--- config.mk ---
export PLATFORM = sky130hd
export DESIGN_NAME = texture_memory_footprint
export DESIGN_NICKNAME = d
export VERILOG_FILES = /design/src/tmf_pkg.sv /design/src/texture_memory_footprint.sv /design/src/tmf_mul.sv /design/src/tmf_dims.sv
export SDC_FILE = /design/constraint.sdc
export NUM_CORES = 2
export LEC_CHECK = 0
export BUFFER_PORTS_ARGS = -buffer_cell sky130_fd_sc_hd__buf_2
export CORE_MARGIN = 4
export CORE_UTILIZATION = 35
export DETAILED_ROUTE_END_ITERATION = 8
export PLACE_DENSITY = 0.61
export SYNTH_ARGS = -nofsm -noshare
export SYNTH_HDL_FRONTEND = slang
export SYNTH_SLANG_ARGS = --single-unit
--- constraint.sdc ---
create_clock -name clk -period 13.6 [get_ports clk]
set_input_delay 0.68 -clock clk [delete_from_list [all_inputs] [get_ports clk]]
set_output_delay 0.68 -clock clk [all_outputs]
set_load 0.01 [all_outputs]
--- src/tmf_pkg.sv ---
package tmf_pkg;

	localparam int FORMAT_COUNT = 68;
	localparam int ROM_LEN = 68;
	localparam int DEEP_LEVEL = 16;
	localparam int LVL_W = $clog2(DEEP_LEVEL + 1);

	typedef struct packed {
		logic [4:0] bpb;
		logic       edge4;
	} fmt_t;

	typedef enum logic [2:0] {
		ST_IDLE,
		ST_MUL_X,
		ST_MUL_Y,
		ST_MUL_D,
		ST_ACC,
		ST_TAIL_MUL,
		ST_SCALE_SL,
		ST_SCALE_SA
	} state_t;

	function automatic fmt_t fmt_lookup(input logic [7:0] code);
		fmt_t f;
		f.bpb = 5'd0;
		f.edge4 = 1'b0;
		if (({1'b0, code} < 9'(FORMAT_COUNT)) && ({1'b0, code} < 9'(ROM_LEN))) begin
			if (code >= 8'd1 && code <= 8'd4) begin
				f.bpb = 5'd1;
			end else if (code >= 8'd5 && code <= 8'd16) begin
				f.bpb = 5'd2;
			end else if (code >= 8'd17 && code <= 8'd33) begin
				f.bpb = 5'd4;
			end else if (code >= 8'd34 && code <= 8'd41) begin
				f.bpb = 5'd8;
			end else if (code >= 8'd42 && code <= 8'd44) begin
				f.bpb = 5'd12;
			end else if (code >= 8'd45 && code <= 8'd47) begin
				f.bpb = 5'd16;
			end else if (code == 8'd48) begin
				f.bpb = 5'd2;
			end else if (code >= 8'd49 && code <= 8'd51) begin
				f.bpb = 5'd4;
			end else if (code >= 8'd52 && code <= 8'd53) begin
				f.bpb = 5'd8;
			end else if (code >= 8'd54 && code <= 8'd55) begin
				f.bpb = 5'd8;
				f.edge4 = 1'b1;
			end else if (code >= 8'd56 && code <= 8'd59) begin
				f.bpb = 5'd16;
				f.edge4 = 1'b1;
			end else if (code >= 8'd60 && code <= 8'd61) begin
				f.bpb = 5'd8;
				f.edge4 = 1'b1;
			end else if (code >= 8'd62 && code <= 8'd67) begin
				f.bpb = 5'd16;
				f.edge4 = 1'b1;
			end
		end
		return f;
	endfunction

endpackage

--- src/texture_memory_footprint.sv ---
// channel  | handshake          | fields
// request  | start in, busy out | format_code, width, height, depth,
//          |                    | array_slices, sample_count, mip_count
// result   | done out (strobe)  | total_bytes
//
// one shared 64x16 multiplier does all products; each mip level below 16 runs
// MUL_X, MUL_Y, MUL_D, ACC; levels 16 and up each add one block's bytes,
// all in one tail multiply, then the sum is scaled by slices and by samples
// busy is high from the accepted request until done; asynchronous reset idles
// done lasts one cycle and cannot be stalled; total_bytes holds to next accept
module texture_memory_footprint import tmf_pkg::*; (
	input  logic        clk,
	input  logic        arst_n,
	input  logic        start,
	output logic        busy,
	input  logic [7:0]  format_code,
	input  logic [15:0] width,
	input  logic [15:0] height,
	input  logic [15:0] depth,
	input  logic [15:0] array_slices,
	input  logic [7:0]  sample_count,
	input  logic [7:0]  mip_count,
	output logic        done,
	output logic [63:0] total_bytes
);

	state_t state_q, state_d;

	fmt_t        fmt_q;
	logic [15:0] width_q, height_q, depth_q, slices_q;
	logic [7:0]  samples_q, mips_q;
	logic [LVL_W-1:0] lvl_q;
	logic [63:0] p_q, sum_q;
	logic        done_q;

	fmt_t        fmt_in;
	logic [15:0] bx, by, bd;
	logic [63:0] mul_a, mul_p;
	logic [15:0] mul_b;
	logic [LVL_W-1:0] lvl_next;
	logic [7:0]  tail_cnt;
	logic        accept;

	assign accept = start && (state_q == ST_IDLE);
	assign fmt_in = fmt_lookup(format_code);
	assign lvl_next = lvl_q + 1'b1;
	assign tail_cnt = mips_q - 8'(DEEP_LEVEL);

	tmf_dims u_dim_x (
		.base   (width_q),
		.lvl    (lvl_q[LVL_W-2:0]),
		.edge4  (fmt_q.edge4),
		.blocks (bx)
	);

	tmf_dims u_dim_y (
		.base   (height_q),
		.lvl    (lvl_q[LVL_W-2:0]),
		.edge4  (fmt_q.edge4),
		.blocks (by)
	);

	tmf_dims u_dim_d (
		.base   (depth_q),
		.lvl    (lvl_q[LVL_W-2:0]),
		.edge4  (1'b0),
		.blocks (bd)
	);

	tmf_mul u_mul (
		.a    (mul_a),
		.b    (mul_b),
		.prod (mul_p)
	);

	// operand selection for the shared multiplier
	always_comb begin
		mul_a = p_q;
		mul_b = 16'd0;
		case (state_q)
			ST_MUL_X:    mul_b = bx;
			ST_MUL_Y:    mul_b = by;
			ST_MUL_D:    mul_b = bd;
			ST_TAIL_MUL: mul_b = {8'd0, tail_cnt};
			ST_SCALE_SL: begin
				mul_a = sum_q;
				mul_b = slices_q;
			end
			ST_SCALE_SA: begin
				mul_a = sum_q;
				mul_b = {8'd0, samples_q};
			end
			default:     mul_b = 16'd0;
		endcase
	end

	always_comb begin
		state_d = state_q;
		case (state_q)
			ST_IDLE:     if (start) state_d = ST_MUL_X;
			ST_MUL_X:    state_d = ST_MUL_Y;
			ST_MUL_Y:    state_d = ST_MUL_D;
			ST_MUL_D:    state_d = ST_ACC;
			ST_ACC: begin
				if ((lvl_q == LVL_W'(DEEP_LEVEL)) ||
						({{(9-LVL_W){1'b0}}, lvl_next} == {1'b0, mips_q})) begin
					state_d = ST_SCALE_SL;
				end else if (lvl_next == LVL_W'(DEEP_LEVEL)) begin
					state_d = ST_TAIL_MUL;
				end else begin
					state_d = ST_MUL_X;
				end
			end
			ST_TAIL_MUL: state_d = ST_ACC;
			ST_SCALE_SL: state_d = ST_SCALE_SA;
			ST_SCALE_SA: state_d = ST_IDLE;
			default:     state_d = ST_IDLE;
		endcase
	end

	always_ff @(posedge clk or negedge arst_n) begin
		if (!arst_n) begin
			state_q <= ST_IDLE;
			done_q <= 1'b0;
		end else begin
			state_q <= state_d;
			done_q <= (state_q == ST_SCALE_SA);
		end
	end

	always_ff @(posedge clk) begin
		if (accept) begin
			fmt_q <= fmt_in;
			width_q <= width;
			height_q <= height;
			depth_q <= depth;
			slices_q <= (array_slices == 16'd0) ? 16'd1 : array_slices;
			samples_q <= (sample_count == 8'd0) ? 8'd1 : sample_count;
			mips_q <= (mip_count == 8'd0) ? 8'd1 : mip_count;
			lvl_q <= '0;
			p_q <= {59'd0, fmt_in.bpb};
			sum_q <= 64'd0;
		end else begin
			case (state_q)
				ST_MUL_X, ST_MUL_Y, ST_MUL_D, ST_TAIL_MUL: p_q <= mul_p;
				ST_ACC: begin
					sum_q <= sum_q + p_q;
					p_q <= {59'd0, fmt_q.bpb};
					if (lvl_q != LVL_W'(DEEP_LEVEL)) lvl_q <= lvl_next;
				end
				ST_SCALE_SL, ST_SCALE_SA: sum_q <= mul_p;
				default: sum_q <= sum_q;
			endcase
		end
	end

	assign busy = (state_q != ST_IDLE);
	assign done = done_q;
	assign total_bytes = sum_q;

	a_done_idle: assert property (@(posedge clk) disable iff (!arst_n)
		done |-> !busy) else $error("result strobe while busy");

	a_start_busy: assert property (@(posedge clk) disable iff (!arst_n)
		(start && !busy) |=> busy) else $error("request accepted but not busy");

	a_end_done: assert property (@(posedge clk) disable iff (!arst_n)
		$fell(busy) |-> done) else $error("work ended without a result");

	a_lvl_range: assert property (@(posedge clk) disable iff (!arst_n)
		busy |-> (lvl_q <= LVL_W'(DEEP_LEVEL))) else $error("level counter overrun");

endmodule

--- src/tmf_mul.sv ---
module tmf_mul import tmf_pkg::*; (
	input  logic [63:0] a,
	input  logic [15:0] b,
	output logic [63:0] prod
);

	// low 64 bits only, the product wraps modulo 2^64
	assign prod = a * {48'd0, b};

endmodule

--- src/tmf_dims.sv ---
module tmf_dims import tmf_pkg::*; (
	input  logic [15:0]      base,
	input  logic [LVL_W-2:0] lvl,
	input  logic             edge4,
	output logic [15:0]      blocks
);

	logic [15:0] shifted;
	logic [15:0] clamped;
	logic [16:0] rounded;

	always_comb begin
		shifted = base >> lvl;
		clamped = (shifted == 16'd0) ? 16'd1 : shifted;
		rounded = {1'b0, clamped} + 17'd3;
		blocks = edge4 ? {1'b0, rounded[16:2]} : clamped;
	end

endmodule
==> impl_metrics.sql <==
INSERT INTO impl_metrics (metric_group, metric, value, unit) VALUES
('drt', 'avgViaCountPerCell', '5.45', ''),
('timing', 'finalWorstPathRequiredPeriod', '12130', 'ps'),
('drt', 'final_antenna_net_count', '0', ''),
('grt', 'globalRoute.totalOverflow', '0', ''),
('grt', 'antenna_found_initial', '3', ''),
('cells_and_area', 'n_antenna_cell', '0', ''),
('worst_setup_path', 'cp_max_fo', '48', ''),
('clock_network', 'cts-htree-levels', '1', ''),
('cells_and_area', 'area_delta_synth_final', '7.34', '%'),
('clock_network', 'numClockSinks', '223', ''),
('grt', 'grt_max_degree', '73', ''),
('timing', 'hold_violations', '0', ''),
('synthesis', 'synth-edff-count', '91', ''),
('synthesis', 'synth_seq_area_share', '12.5', '%'),
('worst_setup_path', 'cpPeakStageDelay', '1030', 'ps'),
('synthesis', 'synth_cell_type_count', '103', ''),
('clock_network', 'worst_setup_hold_path_clk_slew', '70', 'ps'),
('grt', 'first_global_vias', '37600', ''),
('drt', 'dr.first_iter.drc_count', '3234', ''),
('die', 'floorplan.initialDensity', '35.4', '%'),
('synthesis', 'async_reset_ff_share', '1.79', '%'),
('synthesis', 'post-synth-top-area-fraction', '34.9', '%'),
('clock_network', 'cts_made_buffers', '28', ''),
('worst_setup_path', 'crit_path_start_kind', 'flop', ''),
('timing', 'rsz0062_at_grt', 'no', ''),
('timing', 'timing.fmax', '0.0824', 'GHz'),
('timing', 'tns', '0', 'ps'),
('cells_and_area', 'multi_input_comb_area', '0.0334', 'mm^2'),
('status', 'status', 'finished, violations left', ''),
('worst_setup_path', 'crit_type', 'flop to flop', ''),
('timing', 'period_utilisation_layout', '89.2', '%'),
('cells_and_area', 'layout.cell_area.non_filler', '0.0464', 'mm^2'),
('clock_network', 'tritoncts', 'done', ''),
('drt', 'drt_pre_antenna_iters', '6', ''),
('worst_setup_path', 'cp_num_buf_inv', '5', ''),
('status', 'failed_checks', 'max-capacitance violations, max-slew violations', ''),
('synthesis', 'post_synth_inst_count', '5150', ''),
('cells_and_area', 'design.final.nets', '6105', ''),
('place', 'port_buffers', '156', ''),
('worst_setup_path', 'critPathSlowestCell', 'o41ai_1', ''),
('timing', 'fin_skew', '27.5', 'ps'),
('die', 'std_cell_rows', '128', ''),
('die', 'area_inside_the_core_boundary', '0.122', 'mm^2'),
('cells_and_area', 'final_layout_size_suffix_gt1_share', '7.48', '%'),
('grt', 'track_usage', '22.9', '%'),
('drt', 'drc_errors', '0', ''),
('synthesis', 'postSynthNetCount', '6158', ''),
('clock_network', 'post_cts_buffers', '0', ''),
('clock_network', 'worst_skew_pair.late_latency', '620', 'ps'),
('place', 'globalplace.congestion', '0.997', ''),
('timing', 'setup_viol_count_final', '0', ''),
('synthesis', 'synth.top_cells.by_area', 'fa_1, nand2_1, inv_1', ''),
('die', 'dieArea', '0.129', 'mm^2'),
('cells_and_area', 'final.fill_count', '12500', ''),
('die', 'pin_count', '157', ''),
('worst_setup_path', 'cp_top_family', 'compound AO/OA/AOI/OAI gates', ''),
('clock_network', 'cts.repair.resized', '0', ''),
('timing', 'worst_slew_margin_rel', '-6.26', '%'),
('drt', 'drt-wirelength-per-cell', '22.2', 'um'),
('die', 'die_x', '359', 'um'),
('worst_setup_path', 'arrival_worst_endpoint', '12690', 'ps'),
('synthesis', 'synth_top_flop_cell', 'dfxtp_1', ''),
('worst_hold_path', 'holdCritPathClass', 'input port to flop', ''),
('cells_and_area', 'regArea', '0.00541', 'mm^2'),
('job', 'cap_violations', '1', ''),
('synthesis', 'synth.cell_area', '0.0432', 'mm^2'),
('timing', 'drv_slew', '2', ''),
('drt', 'num_vias', '36800', ''),
('clock_network', 'cts-hold-fix-buffers', '1', ''),
('synthesis', 'synthesis.area_per_instance', '8.39', 'um^2'),
('worst_setup_path', 'worstSetupEndpointType', 'flop', ''),
('timing', 'tightestPinTransition', '1580', 'ps'),
('place', 'detailed_place_hpwl', '117', 'mm'),
('drt', 'detail_route.wirelength', '149', 'mm'),
('synthesis', 'netlist.top_cell.by_area', 'fa_1', ''),
('clock_network', 'clock-root-buffer', 'clkbuf_16', ''),
('grt', 'global_route_wire_length_before_repair', '231', 'mm'),
('place', 'placement.cell_area', '0.0454', 'mm^2'),
('worst_setup_path', 'worstPathRequired', '14160', 'ps'),
('clock_network', 'cts_buffer_depth', '3', ''),
('synthesis', 'synth_seq_cells', '223', ''),
('die', 'die_span_y', '359', 'um'),
('synthesis', 'yosys_warnings', '0', '');
-- worst register-to-register path: cells and delay by family (launching register included) --
family                   cells  cell delay (ps)
XOR/XNOR                     2              370
flip-flops                   1              650
adder cells (fa/ha/maj)      7             3330
buffers and inverters        5             1160
AO/OA/AOI/OAI               12             4400
AND/OR/NAND/NOR              9             2160
-- path summary, 6_finish.rpt --
path	slack, ps	startpoint	cells past startpoint	end
setup / recovery	1470	lvl_q[0]	35	total_bytes[62]
hold / removal	230	width[7]	1	width_q[7]
setup reg to reg	1470	lvl_q[0]	35	total_bytes[62]
hold reg to reg	490	p_q[63]	2	p_q[63]
max in group asynchronous	12980	arst_n	2	state_q[1]
min in group asynchronous	450	arst_n	2	state_q[2]
-- final cells by class --
class / instances / area share [%]
inverters: 858 / 6.96
well taps: 1625 / 4.38
flip-flops and latches: 223 / 11.7
repair buffers: 222 / 2.78
clock inverters: 15 / 0.507
multi-input cells: 3764 / 72.1
clock buffers: 35 / 1.59
-- layout by cell type (no fill, tap or decap), types with 14 or more instances in the layout --
master | netlist | layout
o221ai_1 | 15 | 15
xor2_1 | 54 | 54
nand4_1 | 28 | 28
a21oi_1 | 204 | 204
nor4_1 | 18 | 18
inv_1 | 855 | 854
a21o_1 | 111 | 111
nor2b_1 | 38 | 38
mux2_2 | 18 | 18
o31ai_1 | 14 | 14
nand2b_1 | 35 | 35
a31oi_1 | 24 | 23
nand3_1 | 41 | 41
xnor2_1 | 111 | 111
edfxtp_1 | 91 | 91
o21ai_0 | 139 | 139
a22oi_1 | 46 | 46
a221oi_1 | 27 | 25
mux4_2 | 29 | 29
dfxtp_1 | 128 | 124
o211ai_1 | 18 | 18
nand2_1 | 1005 | 1002
nor2_1 | 381 | 378
a22o_1 | 33 | 33
a211oi_1 | 16 | 16
o21bai_1 | 24 | 24
and2_1 | 61 | 59
buf_2 | 20 | 156
mux2i_1 | 100 | 100
ha_1 | 164 | 164
nor3_1 | 45 | 43
fa_1 | 753 | 753
buf_4 | 1 | 64
o21a_1 | 23 | 23
and3_1 | 20 | 20
clkbuf_16 | 0 | 28
o22ai_1 | 22 | 22
-- layer usage --
| layer | share of wire, % | vias up | track usage (%) |
|---|---|---|---|
| li1 | - | 16200 | - |
| met1 | 42 | 18500 | 31.9 |
| met2 | 43 | 1765 | 35.2 |
| met3 | 12 | 264 | 6.62 |
| met4 | 2.8 | 2 | 5.62 |
| met5 | 0.0054 | - | 0 |
-- flip-flops by register name, indices dropped and copies added, names as in the netlist --
name,flops
mips_q,8
slices_q,16
depth_q,16
state_q,3
done,1
lvl_q,5
samples_q,8
width_q,16
height_q,16
fmt_q,6
p_q,64
total_bytes,64
-- stage by stage --
step	util, %	setup WS [ps]	std cells	hold WS [ps]
5_1_grt	37.9	765	6742	202
2_1_floorplan	-	4100	5150	384
3_3_place_gp	37.1	1830	6691	469
6_report	37.9	1470	6742	232
4_1_cts	37.9	1640	6742	185
3_5_place_dp	37.1	1670	6691	481
-- synthesized netlist by cell type (all sizes together) (43+ instances only) --
cell / instances
xnor2: 111
buf: 54
ha: 164
and2: 61
clkbuf: 251
dfxtp: 128
xor2: 54
nand3: 43
edfxtp: 91
mux2i: 103
nor2: 382
nand2: 1007
a21oi: 205
inv: 855
a22oi: 46
nor3: 46
o21ai: 145
a21o: 111
fa: 753
-- kinds of logic (layout without fill, tap and decap cells) --
group | Yosys count | count (layout) | share of synthesized area [%]
AO/OA/AOI/OAI | 805 | 805 | 12.6
XOR/XNOR | 167 | 167 | 3.45
adder cells (fa/ha/maj) | 917 | 917 | 39.6
buffers and inverters | 1163 | 1130 | 10.4
flip-flops | 223 | 223 | 12.5
multiplexers | 153 | 153 | 4.52
AND/OR/NAND/NOR | 1722 | 1722 | 16.9
Power is left out: the tool's default activity adds up to more than one toggle a clock period on the data nets, which glitch-free logic cannot reach.
